===== config.mk =====
export PLATFORM = sky130hd
export DESIGN_NAME = epoch_to_rtc_calendar_flat
export DESIGN_NICKNAME = d
export VERILOG_FILES = /design/src/hdl/ectc_pkg.sv /design/src/hdl/ectc_req_if.sv /design/src/hdl/ectc_rsp_if.sv /design/src/hdl/epoch_to_rtc_calendar.sv /design/src/hdl/ectc_day_split.sv /design/src/hdl/ectc_clock_split.sv /design/src/hdl/ectc_date.sv /design/src/flat_wrapper.sv
export SDC_FILE = /design/constraint.sdc
export NUM_CORES = 2
export LEC_CHECK = 0
export ABC_CLOCK_PERIOD_IN_PS = 28600
export BUFFER_PORTS_ARGS = -buffer_cell sky130_fd_sc_hd__buf_2
export CAP_MARGIN = 20
export CORE_ASPECT_RATIO = 0.5
export CORE_MARGIN = 2
export CORE_UTILIZATION = 25
export DETAILED_ROUTE_END_ITERATION = 6
export PLACE_DENSITY_LB_ADDON = 0.12
export SLEW_MARGIN = 20
export SYNTH_ARGS = -nofsm -noshare
export SYNTH_HDL_FRONTEND = slang
export SYNTH_SLANG_ARGS = --single-unit

===== constraint.sdc =====
create_clock -name clock -period 28.6 [get_ports clock]
set_input_delay 2.86 -clock clock [delete_from_list [all_inputs] [get_ports clock]]
set_output_delay 2.86 -clock clock [all_outputs]
set_load 0.05 [all_outputs]

===== src/hdl/ectc_pkg.sv =====
// Shared types, constants and tables for the epoch to RTC calendar converter.
package ectc_pkg;

   // Register stages of each unit; the day and date units together set the overall depth.
   localparam int DAY_LAT  = 4;
   localparam int DATE_LAT = 11;
   localparam int CLK_LAT  = 5;
   localparam int PIPE_LAT = DAY_LAT + DATE_LAT;
   localparam int TOD_TAPS = DATE_LAT - CLK_LAT + 1;

   localparam int SECS_PER_MIN  = 60;
   localparam int SECS_PER_HOUR = 3600;
   localparam int SECS_PER_DAY  = 86400;
   localparam int DAY_SHIFT     = 7;
   localparam int DAY_DIV       = SECS_PER_DAY >> DAY_SHIFT;

   // Reciprocals for the constant divisions; each estimate is low by at most one.
   localparam int DAY_RECIP   = 6362914;
   localparam int HOUR_RECIP  = 1165;
   localparam int MIN_RECIP   = 1092;
   localparam int WEEK_RECIP  = 74898;
   localparam int QUAD_RECIP  = 183859;
   localparam int YEAR_RECIP  = 367719;
   localparam int MONTH_RECIP = 428;

   localparam int DAYS_TO_EPOCH = 719468;
   localparam int ERA_DAYS      = 146097;
   localparam int MAX_ERA       = 5;
   localparam int CENT_DAYS     = 36524;
   localparam int QUAD_DAYS     = 1460;
   localparam int YEAR_DAYS     = 365;
   localparam int ERA_YEARS     = 400;
   localparam int MONTH_SPAN    = 153;
   localparam int DAYS_PER_WEEK = 7;
   localparam int WDAY_BIAS     = 3;
   localparam int FIRST_YEAR    = 2000;
   localparam int LAST_YEAR     = 2099;
   localparam int ZONE_RESET    = 8;

   typedef struct packed {
      logic        neg;
      logic [15:0] days;
      logic [16:0] sod;
   } day_type;

   typedef struct packed {
      logic [4:0] hour;
      logic [5:0] minute;
      logic [5:0] second;
   } tod_type;

   typedef struct packed {
      logic [2:0] dow;
      logic [3:0] month;
      logic [4:0] mday;
      logic [6:0] yic;
      logic       yvalid;
   } date_type;

   // First day of each month in a year that starts on March 1.
   function automatic logic [8:0] month_start(input logic [3:0] mp);
      logic [8:0] start;
      unique case (mp)
         4'd0:    start = 9'd0;
         4'd1:    start = 9'd31;
         4'd2:    start = 9'd61;
         4'd3:    start = 9'd92;
         4'd4:    start = 9'd122;
         4'd5:    start = 9'd153;
         4'd6:    start = 9'd184;
         4'd7:    start = 9'd214;
         4'd8:    start = 9'd245;
         4'd9:    start = 9'd275;
         4'd10:   start = 9'd306;
         4'd11:   start = 9'd337;
         default: start = 9'd0;
      endcase
      return start;
   endfunction

endpackage


===== src/hdl/ectc_req_if.sv =====
// Request channel carrying one timestamp item.
interface ectc_req_if;
   logic        valid;
   logic        ready;
   logic [31:0] epoch_seconds;

   modport source(output valid, output epoch_seconds, input ready);
   modport sink(input valid, input epoch_seconds, output ready);
endinterface


===== src/hdl/ectc_rsp_if.sv =====
// Response channel carrying one calendar item.
interface ectc_rsp_if;
   logic       valid;
   logic       ready;
   logic [4:0] hour_of_day;
   logic [5:0] minute_of_hour;
   logic [5:0] second_of_minute;
   logic [2:0] day_of_week;
   logic [3:0] month_of_year;
   logic [4:0] day_of_month;
   logic [6:0] year_in_century;
   logic       year_valid;

   modport source(output valid, output hour_of_day, output minute_of_hour,
                  output second_of_minute, output day_of_week, output month_of_year,
                  output day_of_month, output year_in_century, output year_valid,
                  input ready);
   modport sink(input valid, input hour_of_day, input minute_of_hour,
                input second_of_minute, input day_of_week, input month_of_year,
                input day_of_month, input year_in_century, input year_valid,
                output ready);
endinterface


===== src/hdl/epoch_to_rtc_calendar.sv =====
// Top level: Unix timestamp to local RTC calendar fields.
// Each item passes through a register pipeline to a valid result, and a new timestamp can be
// accepted every cycle; the depth is set by the day-count to date chain of constant
// reciprocal multiplies, each followed by a one-step correction. The whole pipeline
// advances together, so it holds only while a finished result is not taken. The signed
// hour offset in csr_wr_data resets to +8 and is added before the date is formed, so
// every field rolls over together. Years outside 2000..2099 report year 0 with
// year_valid low while the other fields remain correct.
module epoch_to_rtc_calendar import ectc_pkg::*; (
   input  logic        clock,
   input  logic        reset,
   ectc_req_if.sink    req_ch,
   ectc_rsp_if.source  rsp_ch,
   input  logic        csr_wr_en,
   input  logic [4:0]  csr_wr_data
);

   logic signed [4:0]   zone_ff;
   logic [PIPE_LAT-1:0] valid_ff;
   logic                advance;
   day_type             day;
   tod_type             tod;
   date_type            date;

   assign advance = !valid_ff[PIPE_LAT-1] || rsp_ch.ready;

   always_ff @(posedge clock) begin
      if (reset) begin
         zone_ff  <= 5'(ZONE_RESET);
         valid_ff <= '0;
      end else begin
         if (csr_wr_en) begin
            zone_ff <= csr_wr_data;
         end
         if (advance) begin
            valid_ff <= {valid_ff[PIPE_LAT-2:0], req_ch.valid};
         end
      end
   end

   ectc_day_split u_day_split (
      .clock             (clock),
      .advance           (advance),
      .epoch_seconds     (req_ch.epoch_seconds),
      .zone_offset_hours (zone_ff),
      .day_out           (day)
   );

   ectc_clock_split u_clock_split (
      .clock   (clock),
      .advance (advance),
      .sod     (day.sod),
      .tod_out (tod)
   );

   ectc_date u_date (
      .clock    (clock),
      .advance  (advance),
      .neg      (day.neg),
      .days     (day.days),
      .date_out (date)
   );

   assign req_ch.ready            = advance;
   assign rsp_ch.valid            = valid_ff[PIPE_LAT-1];
   assign rsp_ch.hour_of_day      = tod.hour;
   assign rsp_ch.minute_of_hour   = tod.minute;
   assign rsp_ch.second_of_minute = tod.second;
   assign rsp_ch.day_of_week      = date.dow;
   assign rsp_ch.month_of_year    = date.month;
   assign rsp_ch.day_of_month     = date.mday;
   assign rsp_ch.year_in_century  = date.yic;
   assign rsp_ch.year_valid       = date.yvalid;

endmodule


===== src/hdl/ectc_day_split.sv =====
// Applies the zone offset and splits local seconds into whole days and seconds of day.
module ectc_day_split import ectc_pkg::*; (
   input  logic              clock,
   input  logic              advance,
   input  logic [31:0]       epoch_seconds,
   input  logic signed [4:0] zone_offset_hours,
   output day_type           day_out
);

   logic signed [16:0] zone_secs;
   logic signed [33:0] local_in;

   logic        s1_neg_ff;
   logic [25:0] s1_quot_ff;
   logic [6:0]  s1_low7_ff;
   logic [16:0] s1_low17_ff;

   logic [48:0] qprod;
   logic        s2_neg_ff;
   logic [25:0] s2_quot_ff;
   logic [6:0]  s2_low7_ff;
   logic [16:0] s2_qe_ff;
   logic [16:0] s2_nsod_ff;

   logic [26:0] s3_prod_in;
   logic        s3_neg_ff;
   logic [25:0] s3_quot_ff;
   logic [6:0]  s3_low7_ff;
   logic [16:0] s3_qe_ff;
   logic [16:0] s3_nsod_ff;
   logic [26:0] s3_prod_ff;

   logic [25:0] rem_raw;
   logic        rem_over;
   logic [9:0]  rem_fix;
   day_type     day_in;
   day_type     day_ff;

   always_comb begin
      zone_secs = 17'($signed({{12{zone_offset_hours[4]}}, zone_offset_hours})
                      * $signed(17'(SECS_PER_HOUR)));
      local_in  = $signed({2'b00, epoch_seconds}) + 34'(zone_secs);
      qprod      = 49'(s1_quot_ff) * 49'(DAY_RECIP);
      s3_prod_in = 27'(s2_qe_ff) * 27'(DAY_DIV);
      rem_raw  = s3_quot_ff - 26'(s3_prod_ff);
      rem_over = rem_raw >= 26'(DAY_DIV);
      rem_fix  = 10'(rem_over ? rem_raw - 26'(DAY_DIV) : rem_raw);
      day_in.neg  = s3_neg_ff;
      day_in.days = 16'(s3_qe_ff + 17'(rem_over));
      // A negative local time is always the last day of 1969.
      day_in.sod  = s3_neg_ff ? s3_nsod_ff : {rem_fix, s3_low7_ff};
   end

   always_ff @(posedge clock) begin
      if (advance) begin
         s1_neg_ff   <= local_in[33];
         s1_quot_ff  <= local_in[32:7];
         s1_low7_ff  <= local_in[6:0];
         s1_low17_ff <= local_in[16:0];

         s2_neg_ff  <= s1_neg_ff;
         s2_quot_ff <= s1_quot_ff;
         s2_low7_ff <= s1_low7_ff;
         s2_qe_ff   <= qprod[48:32];
         s2_nsod_ff <= s1_low17_ff + 17'(SECS_PER_DAY);

         s3_neg_ff  <= s2_neg_ff;
         s3_quot_ff <= s2_quot_ff;
         s3_low7_ff <= s2_low7_ff;
         s3_qe_ff   <= s2_qe_ff;
         s3_nsod_ff <= s2_nsod_ff;
         s3_prod_ff <= s3_prod_in;

         day_ff <= day_in;
      end
   end

   assign day_out = day_ff;

endmodule


===== src/hdl/ectc_clock_split.sv =====
// Splits seconds of day into hour, minute and second, delayed to meet the date path.
module ectc_clock_split import ectc_pkg::*; (
   input  logic        clock,
   input  logic        advance,
   input  logic [16:0] sod,
   output tod_type     tod_out
);

   logic [27:0] hprod;
   logic [16:0] c1_sod_ff;
   logic [4:0]  c1_hest_ff;

   logic [16:0] c2_sod_ff;
   logic [4:0]  c2_hest_ff;
   logic [16:0] c2_ph_ff;

   logic [16:0] hrem_raw;
   logic        hrem_over;
   logic [4:0]  c3_hour_in;
   logic [11:0] c3_rem_in;
   logic [4:0]  c3_hour_ff;
   logic [11:0] c3_rem_ff;

   logic [22:0] mprod;
   logic [4:0]  c4_hour_ff;
   logic [11:0] c4_rem_ff;
   logic [5:0]  c4_mest_ff;

   logic [11:0] mrem_raw;
   logic        mrem_over;
   tod_type     tod_in;
   tod_type     tod_dly_ff [TOD_TAPS];

   always_comb begin
      hprod      = 28'(sod) * 28'(HOUR_RECIP);
      hrem_raw   = c2_sod_ff - c2_ph_ff;
      hrem_over  = hrem_raw >= 17'(SECS_PER_HOUR);
      c3_hour_in = c2_hest_ff + 5'(hrem_over);
      c3_rem_in  = 12'(hrem_over ? hrem_raw - 17'(SECS_PER_HOUR) : hrem_raw);
      mprod      = 23'(c3_rem_ff) * 23'(MIN_RECIP);
      mrem_raw   = c4_rem_ff - 12'(c4_mest_ff) * 12'(SECS_PER_MIN);
      mrem_over  = mrem_raw >= 12'(SECS_PER_MIN);
      tod_in.hour   = c4_hour_ff;
      tod_in.minute = c4_mest_ff + 6'(mrem_over);
      tod_in.second = 6'(mrem_over ? mrem_raw - 12'(SECS_PER_MIN) : mrem_raw);
   end

   always_ff @(posedge clock) begin
      if (advance) begin
         c1_sod_ff  <= sod;
         c1_hest_ff <= hprod[26:22];

         c2_sod_ff  <= c1_sod_ff;
         c2_hest_ff <= c1_hest_ff;
         c2_ph_ff   <= 17'(c1_hest_ff) * 17'(SECS_PER_HOUR);

         c3_hour_ff <= c3_hour_in;
         c3_rem_ff  <= c3_rem_in;

         c4_hour_ff <= c3_hour_ff;
         c4_rem_ff  <= c3_rem_ff;
         c4_mest_ff <= mprod[21:16];

         tod_dly_ff[0] <= tod_in;
         for (int i = 1; i < TOD_TAPS; i++) begin
            tod_dly_ff[i] <= tod_dly_ff[i-1];
         end
      end
   end

   assign tod_out = tod_dly_ff[TOD_TAPS-1];

endmodule


===== src/hdl/ectc_date.sv =====
// Maps a day count to weekday, month, day of month and year in century.
module ectc_date import ectc_pkg::*; (
   input  logic        clock,
   input  logic        advance,
   input  logic        neg,
   input  logic [15:0] days,
   output date_type    date_out
);

   // D1
   logic [19:0] d1_z_ff;
   logic [15:0] d1_u_ff;
   // D2
   logic [2:0]  era_in;
   logic [32:0] wprod;
   logic [2:0]  d2_era_ff;
   logic [17:0] d2_doe_ff;
   logic [15:0] d2_u_ff;
   logic [12:0] d2_west_ff;
   // D3
   logic [15:0] wrem_raw;
   logic [3:0]  wrem;
   logic [2:0]  dow_in;
   logic [35:0] aprod;
   logic [2:0]  cent_in;
   logic [2:0]  d3_era_ff;
   logic [17:0] d3_doe_ff;
   logic [2:0]  d3_dow_ff;
   logic [6:0]  d3_aest_ff;
   logic [2:0]  d3_b_ff;
   logic        d3_c_ff;
   // D4
   logic [17:0] arem;
   logic [2:0]  d4_era_ff;
   logic [17:0] d4_doe_ff;
   logic [2:0]  d4_dow_ff;
   logic [6:0]  d4_a_ff;
   logic [2:0]  d4_b_ff;
   logic        d4_c_ff;
   // D5
   logic [2:0]  d5_era_ff;
   logic [17:0] d5_doe_ff;
   logic [2:0]  d5_dow_ff;
   logic [17:0] d5_t_ff;
   // D6
   logic [36:0] yprod;
   logic [2:0]  d6_era_ff;
   logic [17:0] d6_doe_ff;
   logic [2:0]  d6_dow_ff;
   logic [17:0] d6_t_ff;
   logic [8:0]  d6_yest_ff;
   // D7
   logic [17:0] yrem;
   logic [2:0]  d7_era_ff;
   logic [17:0] d7_doe_ff;
   logic [2:0]  d7_dow_ff;
   logic [8:0]  d7_yoe_ff;
   // D8
   logic [1:0]  yc_in;
   logic [8:0]  doy_in;
   logic [8:0]  d8_doy_ff;
   logic [11:0] d8_ybase_ff;
   logic [2:0]  d8_dow_ff;
   // D9
   logic [10:0] n9;
   logic [19:0] mprod;
   logic [8:0]  d9_doy_ff;
   logic [11:0] d9_ybase_ff;
   logic [2:0]  d9_dow_ff;
   logic [3:0]  d9_mest_ff;
   // D10
   logic [10:0] n10;
   logic [10:0] mrem;
   logic [8:0]  d10_doy_ff;
   logic [11:0] d10_ybase_ff;
   logic [2:0]  d10_dow_ff;
   logic [3:0]  d10_mp_ff;
   // D11
   logic        late_month;
   logic [11:0] year_full;
   logic        in_range;
   date_type    date_in;
   date_type    date_ff;

   always_comb begin
      era_in = '0;
      for (int i = 1; i <= MAX_ERA; i++) begin
         if (d1_z_ff >= 20'(i * ERA_DAYS)) begin
            era_in = 3'(i);
         end
      end
      wprod = 33'(d1_u_ff) * 33'(WEEK_RECIP);

      wrem_raw = d2_u_ff - 16'(d2_west_ff) * 16'(DAYS_PER_WEEK);
      wrem     = wrem_raw[3:0];
      dow_in   = 3'((wrem >= 4'(DAYS_PER_WEEK)) ? wrem - 4'(DAYS_PER_WEEK) : wrem) + 3'd1;
      aprod    = 36'(d2_doe_ff) * 36'(QUAD_RECIP);
      cent_in  = '0;
      for (int k = 1; k <= 4; k++) begin
         if (d2_doe_ff >= 18'(k * CENT_DAYS)) begin
            cent_in = 3'(k);
         end
      end

      arem  = d3_doe_ff - 18'(d3_aest_ff) * 18'(QUAD_DAYS);
      yprod = 37'(d5_t_ff) * 37'(YEAR_RECIP);
      yrem  = d6_t_ff - 18'(d6_yest_ff) * 18'(YEAR_DAYS);

      yc_in = '0;
      for (int k = 1; k <= 3; k++) begin
         if (d7_yoe_ff >= 9'(k * 100)) begin
            yc_in = 2'(k);
         end
      end
      doy_in = 9'(d7_doe_ff - (18'(d7_yoe_ff) * 18'(YEAR_DAYS) + 18'(d7_yoe_ff >> 2)
                               - 18'(yc_in)));

      n9    = 11'(d8_doy_ff) * 11'd5 + 11'd2;
      mprod = 20'(n9) * 20'(MONTH_RECIP);
      n10   = 11'(d9_doy_ff) * 11'd5 + 11'd2;
      mrem  = n10 - 11'(d9_mest_ff) * 11'(MONTH_SPAN);

      // January and February belong to the following calendar year.
      late_month   = d10_mp_ff >= 4'd10;
      year_full    = d10_ybase_ff + 12'(late_month);
      in_range     = (year_full >= 12'(FIRST_YEAR)) && (year_full <= 12'(LAST_YEAR));
      date_in.dow    = d10_dow_ff;
      date_in.month  = late_month ? d10_mp_ff - 4'd9 : d10_mp_ff + 4'd3;
      date_in.mday   = 5'(d10_doy_ff - month_start(d10_mp_ff) + 9'd1);
      date_in.yvalid = in_range;
      date_in.yic    = in_range ? 7'(year_full - 12'(FIRST_YEAR)) : 7'd0;
   end

   always_ff @(posedge clock) begin
      if (advance) begin
         d1_z_ff <= neg ? 20'(DAYS_TO_EPOCH - 1) : 20'(days) + 20'(DAYS_TO_EPOCH);
         d1_u_ff <= neg ? 16'(WDAY_BIAS - 1) : days + 16'(WDAY_BIAS);

         d2_era_ff  <= era_in;
         d2_doe_ff  <= 18'(d1_z_ff - 20'(era_in) * 20'(ERA_DAYS));
         d2_u_ff    <= d1_u_ff;
         d2_west_ff <= wprod[31:19];

         d3_era_ff  <= d2_era_ff;
         d3_doe_ff  <= d2_doe_ff;
         d3_dow_ff  <= dow_in;
         d3_aest_ff <= aprod[34:28];
         d3_b_ff    <= cent_in;
         d3_c_ff    <= d2_doe_ff == 18'(ERA_DAYS - 1);

         d4_era_ff <= d3_era_ff;
         d4_doe_ff <= d3_doe_ff;
         d4_dow_ff <= d3_dow_ff;
         d4_a_ff   <= d3_aest_ff + 7'(arem >= 18'(QUAD_DAYS));
         d4_b_ff   <= d3_b_ff;
         d4_c_ff   <= d3_c_ff;

         d5_era_ff <= d4_era_ff;
         d5_doe_ff <= d4_doe_ff;
         d5_dow_ff <= d4_dow_ff;
         d5_t_ff   <= d4_doe_ff - 18'(d4_a_ff) + 18'(d4_b_ff) - 18'(d4_c_ff);

         d6_era_ff  <= d5_era_ff;
         d6_doe_ff  <= d5_doe_ff;
         d6_dow_ff  <= d5_dow_ff;
         d6_t_ff    <= d5_t_ff;
         d6_yest_ff <= yprod[35:27];

         d7_era_ff <= d6_era_ff;
         d7_doe_ff <= d6_doe_ff;
         d7_dow_ff <= d6_dow_ff;
         d7_yoe_ff <= d6_yest_ff + 9'(yrem >= 18'(YEAR_DAYS));

         d8_doy_ff   <= doy_in;
         d8_ybase_ff <= 12'(d7_yoe_ff) + 12'(d7_era_ff) * 12'(ERA_YEARS);
         d8_dow_ff   <= d7_dow_ff;

         d9_doy_ff   <= d8_doy_ff;
         d9_ybase_ff <= d8_ybase_ff;
         d9_dow_ff   <= d8_dow_ff;
         d9_mest_ff  <= mprod[19:16];

         d10_doy_ff   <= d9_doy_ff;
         d10_ybase_ff <= d9_ybase_ff;
         d10_dow_ff   <= d9_dow_ff;
         d10_mp_ff    <= d9_mest_ff + 4'(mrem >= 11'(MONTH_SPAN));

         date_ff <= date_in;
      end
   end

   assign date_out = date_ff;

endmodule


===== src/flat_wrapper.sv =====
// flat-port wrapper written by rule: the top's interface ports become plain ports
module epoch_to_rtc_calendar_flat import ectc_pkg::*;
  (clock, reset, csr_wr_en, csr_wr_data, req_ch_valid, req_ch_epoch_seconds, req_ch_ready, rsp_ch_valid, rsp_ch_hour_of_day, rsp_ch_minute_of_hour, rsp_ch_second_of_minute, rsp_ch_day_of_week, rsp_ch_month_of_year, rsp_ch_day_of_month, rsp_ch_year_in_century, rsp_ch_year_valid, rsp_ch_ready);
  ectc_req_if req_ch_i ();
  ectc_rsp_if rsp_ch_i ();
  input  logic clock;
  input  logic reset;
  input  logic csr_wr_en;
  input  logic [4:0] csr_wr_data;
  input wire logic [$bits(req_ch_i.valid)-1:0] req_ch_valid;
  input wire logic [$bits(req_ch_i.epoch_seconds)-1:0] req_ch_epoch_seconds;
  output wire logic [$bits(req_ch_i.ready)-1:0] req_ch_ready;
  output wire logic [$bits(rsp_ch_i.valid)-1:0] rsp_ch_valid;
  output wire logic [$bits(rsp_ch_i.hour_of_day)-1:0] rsp_ch_hour_of_day;
  output wire logic [$bits(rsp_ch_i.minute_of_hour)-1:0] rsp_ch_minute_of_hour;
  output wire logic [$bits(rsp_ch_i.second_of_minute)-1:0] rsp_ch_second_of_minute;
  output wire logic [$bits(rsp_ch_i.day_of_week)-1:0] rsp_ch_day_of_week;
  output wire logic [$bits(rsp_ch_i.month_of_year)-1:0] rsp_ch_month_of_year;
  output wire logic [$bits(rsp_ch_i.day_of_month)-1:0] rsp_ch_day_of_month;
  output wire logic [$bits(rsp_ch_i.year_in_century)-1:0] rsp_ch_year_in_century;
  output wire logic [$bits(rsp_ch_i.year_valid)-1:0] rsp_ch_year_valid;
  input wire logic [$bits(rsp_ch_i.ready)-1:0] rsp_ch_ready;
  assign req_ch_i.valid = req_ch_valid;
  assign req_ch_i.epoch_seconds = req_ch_epoch_seconds;
  assign req_ch_ready = req_ch_i.ready;
  assign rsp_ch_valid = rsp_ch_i.valid;
  assign rsp_ch_hour_of_day = rsp_ch_i.hour_of_day;
  assign rsp_ch_minute_of_hour = rsp_ch_i.minute_of_hour;
  assign rsp_ch_second_of_minute = rsp_ch_i.second_of_minute;
  assign rsp_ch_day_of_week = rsp_ch_i.day_of_week;
  assign rsp_ch_month_of_year = rsp_ch_i.month_of_year;
  assign rsp_ch_day_of_month = rsp_ch_i.day_of_month;
  assign rsp_ch_year_in_century = rsp_ch_i.year_in_century;
  assign rsp_ch_year_valid = rsp_ch_i.year_valid;
  assign rsp_ch_i.ready = rsp_ch_ready;
  epoch_to_rtc_calendar u_core (.clock(clock), .reset(reset), .req_ch(req_ch_i), .rsp_ch(rsp_ch_i), .csr_wr_en(csr_wr_en), .csr_wr_data(csr_wr_data));
endmodule

Word-level counts from Yosys, hierarchy flattened
Memory sizes are Yosys's and may differ from the RTL's. A register that Yosys moved wholly into a read port is not among the register bits.
Index checks and enable logic that the tools add are counted.
Widths: inputs -> output; s select.
{ "totals": {"reg_bits": 702, "input_bits": 42, "mem_bits_ro": 144, "word_cells": 183, "out_inout_bits": 39, "ramBits": 119, "mem_count": 2} }
{ "op_classes": {"magnitude_cmp": 22, "n_reduce_logical": 3, "n_eq_ne": 1, "addsub": 38, "mul": 20, "mux": 20} }
{ "memory_table": {"columns": ["name", "depth", "width", "rd", "rd_clocked_by_memory_dff", "write_ports", "line_no", "text"], "rows": [
  ["(name not given)", 16, 9, 1, 1, 0, "ectc_pkg.sv:63", "unique case (mp)"],
  ["u_core.u_clock_split.tod_dly_ff", 7, 17, 7, 0, 7, "ectc_clock_split.sv:32", "tod_type tod_dly_ff [TOD_TAPS];"]
]} }
{ "op_table": {"columns": ["cell", "count"], "rows": [
  ["$sub 18x18->18", 3],
  ["$mul 26x22->48 const B", 1],
  ["$ge 20x19->1 const B", 2],
  ["$ge 20x20->1 const B", 2],
  ["$ge 18x17->1 const B", 2],
  ["$mul 18x19->36 const B", 1],
  ["$mul 18x18->35 const B", 1],
  ["$add 33x17->34", 1],
  ["$mul 16x16->31 const B", 1],
  ["$mul 17x11->27 const B", 1],
  ["$ge 26x10->1 const B", 1],
  ["$mul 17x10->26 const B", 1],
  ["$sub 26x26->26", 1],
  ["$add 11x2->11 const B", 2],
  ["$mul 9x3->11 const B", 2],
  ["$add 16x20->20 const B", 1],
  ["$ge 20x18->1 const B", 1],
  ["$mul 12x9->20 const B", 1],
  ["$add 18x3->18", 1],
  ["$eq 18x18->1 const B", 1],
  ["$ge 18x11->1 const B", 1],
  ["$ge 18x16->1 const B", 1],
  ["$ge 18x18->1 const B", 1],
  ["$ge 18x9->1 const B", 1],
  ["other kinds (61)", 73]
]} }

Depth between registers and ports, before layout
{ "depth": {"ltp_word": 8, "mapped_depth": 27, "mapped_depth_nobuf": 27} }

Modules after synthesis
A second synthesis with hierarchy kept.
{ "hier_totals": {"cells_unflattened": 5996, "hier_area_um2": 69605.5} }
{ "modules_own_cells": {"columns": ["mod", "instances", "seq_area_each_um2", "cells_each", "area_per_inst_um2"], "rows": [
  ["ectc_date", 1, 9559.2, 3193, 35355.2],
  ["ectc_day_split", 1, 6426.2, 1906, 21470.6],
  ["ectc_clock_split", 1, 6306.0, 830, 12012.8],
  ["epoch_to_rtc_calendar", 1, 400.4, 67, 767.0]
]} }

Worst setup path before layout
OpenSTA, ideal clock, no wires.
{ "synth_path": {"path_kind": "input -> output", "from": "input rsp_ch_ready", "to": "output req_ch_ready", "path_slack_ps": 2128, "arrival_ps": 23612, "path_stages": 4, "required_ps": 25740, "n_path_buf": 2, "cell_sequence": "nor2b_1 clkbuf_1 inv_2 buf_1"} }
{ "synth_via": {"elab_chain_len": 1} }
{ "synth_lines": {"columns": ["item", "line_no", "text"], "rows": [
  ["from (decl)", "flat_wrapper.sv:22", "input wire logic [$bits(rsp_ch_i.ready)-1:0] rsp_ch_ready;"],
  ["$logic_or 1x1->1", "epoch_to_rtc_calendar.sv:25", "assign advance = !valid_ff[PIPE_LAT-1] || rsp_ch.ready;"],
  ["to (decl)", "flat_wrapper.sv:12", "output wire logic [$bits(req_ch_i.ready)-1:0] req_ch_ready;"]
]} }
No other way between the ends.

Worst setup path in the final report
{ "layout_path": {"from": "register u_core.u_day_split.s1_quot_ff[4]", "to": "register u_core.u_day_split.s2_qe_ff[11], data pin"} }
{ "layout_via": {"elab_chain_len": 1} }
{ "layout_lines": {"columns": ["item", "line_no", "text"], "rows": [
  ["from (decl)", "ectc_day_split.sv:14", "logic [25:0] s1_quot_ff;"],
  ["from (signal assigned)", "ectc_day_split.sv:57", "s1_quot_ff <= local_in[32:7];"],
  ["$mul 26x22->48", "ectc_day_split.sv:43", "qprod = 49'(s1_quot_ff) * 49'(DAY_RECIP);"],
  ["via u_core.u_day_split.qprod[43]", "ectc_day_split.sv:18", "logic [48:0] qprod;"],
  ["to (signal assigned)", "ectc_day_split.sv:64", "s2_qe_ff <= qprod[48:32];"],
  ["to (decl)", "ectc_day_split.sv:22", "logic [16:0] s2_qe_ff;"]
]} }
The timed path passes the listed nets, and every way through them passes these cells.
A chain may end at the register's enable or synchronous reset.

==> impl_metrics.json <==
{
  "arrival_ps": 7550,
  "synth_top_cell_area_share_pct": 32.2,
  "post_cts_resized": 0,
  "die_w_um": 747,
  "overflow": 0,
  "synth_top_cell_by_area": "edfxtp_1",
  "tns_ps": 0,
  "place_inst": 9700,
  "rsz0062_at_grt": "false",
  "maxCapViolCount": 0,
  "drcViolationCount": 0,
  "tritoncts": "built",
  "synth_cell_type_count": 81,
  "avgSynthCellArea_um2": 11.5,
  "start_util_pct": 25.1,
  "vias_per_cell": 4.09,
  "grt_pass1_wl_um": 251000,
  "status": "finished clean",
  "period_needed_ps": 7090,
  "worst_setup_path_end_kind": "register",
  "grt_max_degree": 155,
  "worstSetupPathType": "reg -> reg",
  "synthArstFlopShare_pct": 0,
  "insertion_delay_ps": 730,
  "wirelength_um": 158000,
  "crit_fanout": 12,
  "netlist_instances": 5983,
  "final_cells": 9855,
  "cts_setup_buffers": 0,
  "synth-edff-count": 739,
  "synth_ff_type": "edfxtp_1",
  "vias": 40300,
  "slew_violations": 0,
  "synth.cells.most_frequent": "ha_1, inv_1, edfxtp_1, fa_1, xnor2_1",
  "diodes": 0,
  "cts_sinks": 764,
  "drt_pass1_iterations": 5,
  "hold_viol": 0,
  "yosysWarnings": 0,
  "htreeDepth": 3,
  "cts_buffers": 85,
  "postCtsHoldBufs": 0,
  "cts_root_buf": "clkbuf_16",
  "required_ps": 29060,
  "wl_per_cell_um": 16.0,
  "die-area_um2": 280000,
  "start_kind": "register",
  "setup_viol": 0,
  "area.growth.synth_to_final_pct": 11.3,
  "hold_class": "reg -> reg",
  "syn_nets": 8004,
  "die_y_um": 375,
  "portBuffers": 80,
  "maxSlewHeadroom_pct": 30.8,
  "path_clk_slew_ps": 60,
  "grt_pass1_vias": 43500,
  "synth_seq_cells": 764,
  "rows": 136,
  "antenna_found_initial": 9,
  "fmaxAchievable_mhz": 141,
  "antenna_left": 0,
  "yosys-top-cells-area": "edfxtp_1, ha_1, fa_1, inv_1, xnor2_1",
  "drt_iter0_markers": 1571,
  "tightest_slew_ps": 1040,
  "syn_area_um2": 69000,
  "core_um2": 275000,
  "drive_above_1_share_pct": 4.58,
  "cts_buffer_depth": 3,
  "dp_hpwl_um": 129000,
  "fin_crit_sh_pct": 24.8,
  "yosysMostFrequentCell": "ha_1",
  "track_usage_pct": 11.4,
  "num-nets-final": 8151,
  "skew_ps": 58.9,
  "ys_seq_area_share_pct": 32.9,
  "ioPinCount": 81,
  "gp_congestion": 0.775
}
[cell type report]
type	count	area (um2)
repair buffers	100	563
inverters	1299	4880
well taps	3657	4580
clock buffers	103	2260
flip-flops and latches	764	22700
fillers	28800	198000
multi-input cells	3880	41200
clock inverters	52	594
[worst paths after layout]
path,end,start,slack (ps),cells past startpoint
setup / recovery,u_core.u_day_split.s2_qe_ff[11]$_DFFE_PN_,u_core.u_day_split.s1_quot_ff[4]$_DFFE_PN_,21510,22
hold / removal,u_core.u_day_split.s2_low7_ff[1]$_DFFE_PN_,u_core.u_day_split.s1_low7_ff[1]$_DFFE_PN_,400,0
setup reg to reg,u_core.u_day_split.s2_qe_ff[11]$_DFFE_PN_,u_core.u_day_split.s1_quot_ff[4]$_DFFE_PN_,21510,22
hold reg to reg,u_core.u_day_split.s2_low7_ff[1]$_DFFE_PN_,u_core.u_day_split.s1_low7_ff[1]$_DFFE_PN_,400,0
[state kept, by name, indices dropped and copies added (netlist names), 17 cells and up, named ones only]
register                         cells
u_core.u_date.d3_doe_ff             18
u_core.u_date.d5_t_ff               18
u_core.u_date.d1_z_ff               17
u_core.u_day_split.s3_quot_ff       26
u_core.u_clock_split.c2_sod_ff      17
u_core.u_day_split.s2_quot_ff       26
u_core.u_clock_split.c1_sod_ff      17
u_core.u_clock_split.tod_dly_ff    119
u_core.u_date.d4_doe_ff             18
u_core.u_date.date_out              20
u_core.u_day_split.s2_qe_ff         17
u_core.u_date.d6_t_ff               18
u_core.u_day_split.day_out          34
u_core.u_day_split.s1_quot_ff       26
u_core.u_date.d2_doe_ff             18
u_core.u_day_split.s3_prod_ff       25
[critical path: stages, from the launching register on]
cell and delay [ps]:
edfxtp_1 850, ha_1 360, ha_1 280, inv_1 50, fa_1 500, inv_1 60, fa_1 540, inv_1 60
fa_1 540, inv_1 60, fa_1 470, ha_1 310, ha_1 310, o21a_1 170, o21a_1 150, o21ai_0 420
o211ai_1 360, nand3_1 240, o31ai_1 110, and2_1 240, o41ai_1 480, o21ba_2 210, xnor2_1 50
[placed cells by master, fill, tap and decap left out, types with 45 or more instances in the layout]
cell / count
nand2_1: 185
inv_1: 1298
nand3_1: 62
ha_1: 1374
xnor2_1: 251
o21a_1: 52
a21oi_1: 224
nor3_1: 50
a21o_1: 65
fa_1: 605
buf_2: 80
o21ai_0: 152
clkbuf_16: 87
xor2_1: 108
nor2b_1: 45
nor2_1: 225
edfxtp_1: 739
[through the flow]
step	area, um2	hold WS (ps)	setup WS [ps]	utilization, %
2_1_floorplan	69000	400	2130	-
3_3_place_gp	73900	400	21270	26.9
3_5_place_dp	73900	405	21290	26.9
4_1_cts	76800	387	21410	28.0
5_1_grt	76800	413	21100	28.0
6_report	76800	398	21510	28.0
[cell families (layout without fill, tap and decap cells)]
logic type      Yosys count  count (layout)  share of synthesized area, %
compound gates          748             748                          6.99
simple gates            777             777                          5.48
fa+ha+maj              1979            1979                          42.5
buf+inv                1339            1554                          7.36
flops                   764             764                          32.9
mux                      17              17                         0.256
xor+xnor                359             359                          4.56
[layer usage]
metal / global-route usage [%] / routed length [um]
met5: 0 / 0
met4: 1.85 / 2210
met3: 1.49 / 3990
met2: 19.2 / 73300
met1: 16.0 / 78000
Power is not shown: default switching activity piles up to over one toggle a cycle in this logic, so the estimate is an artifact.
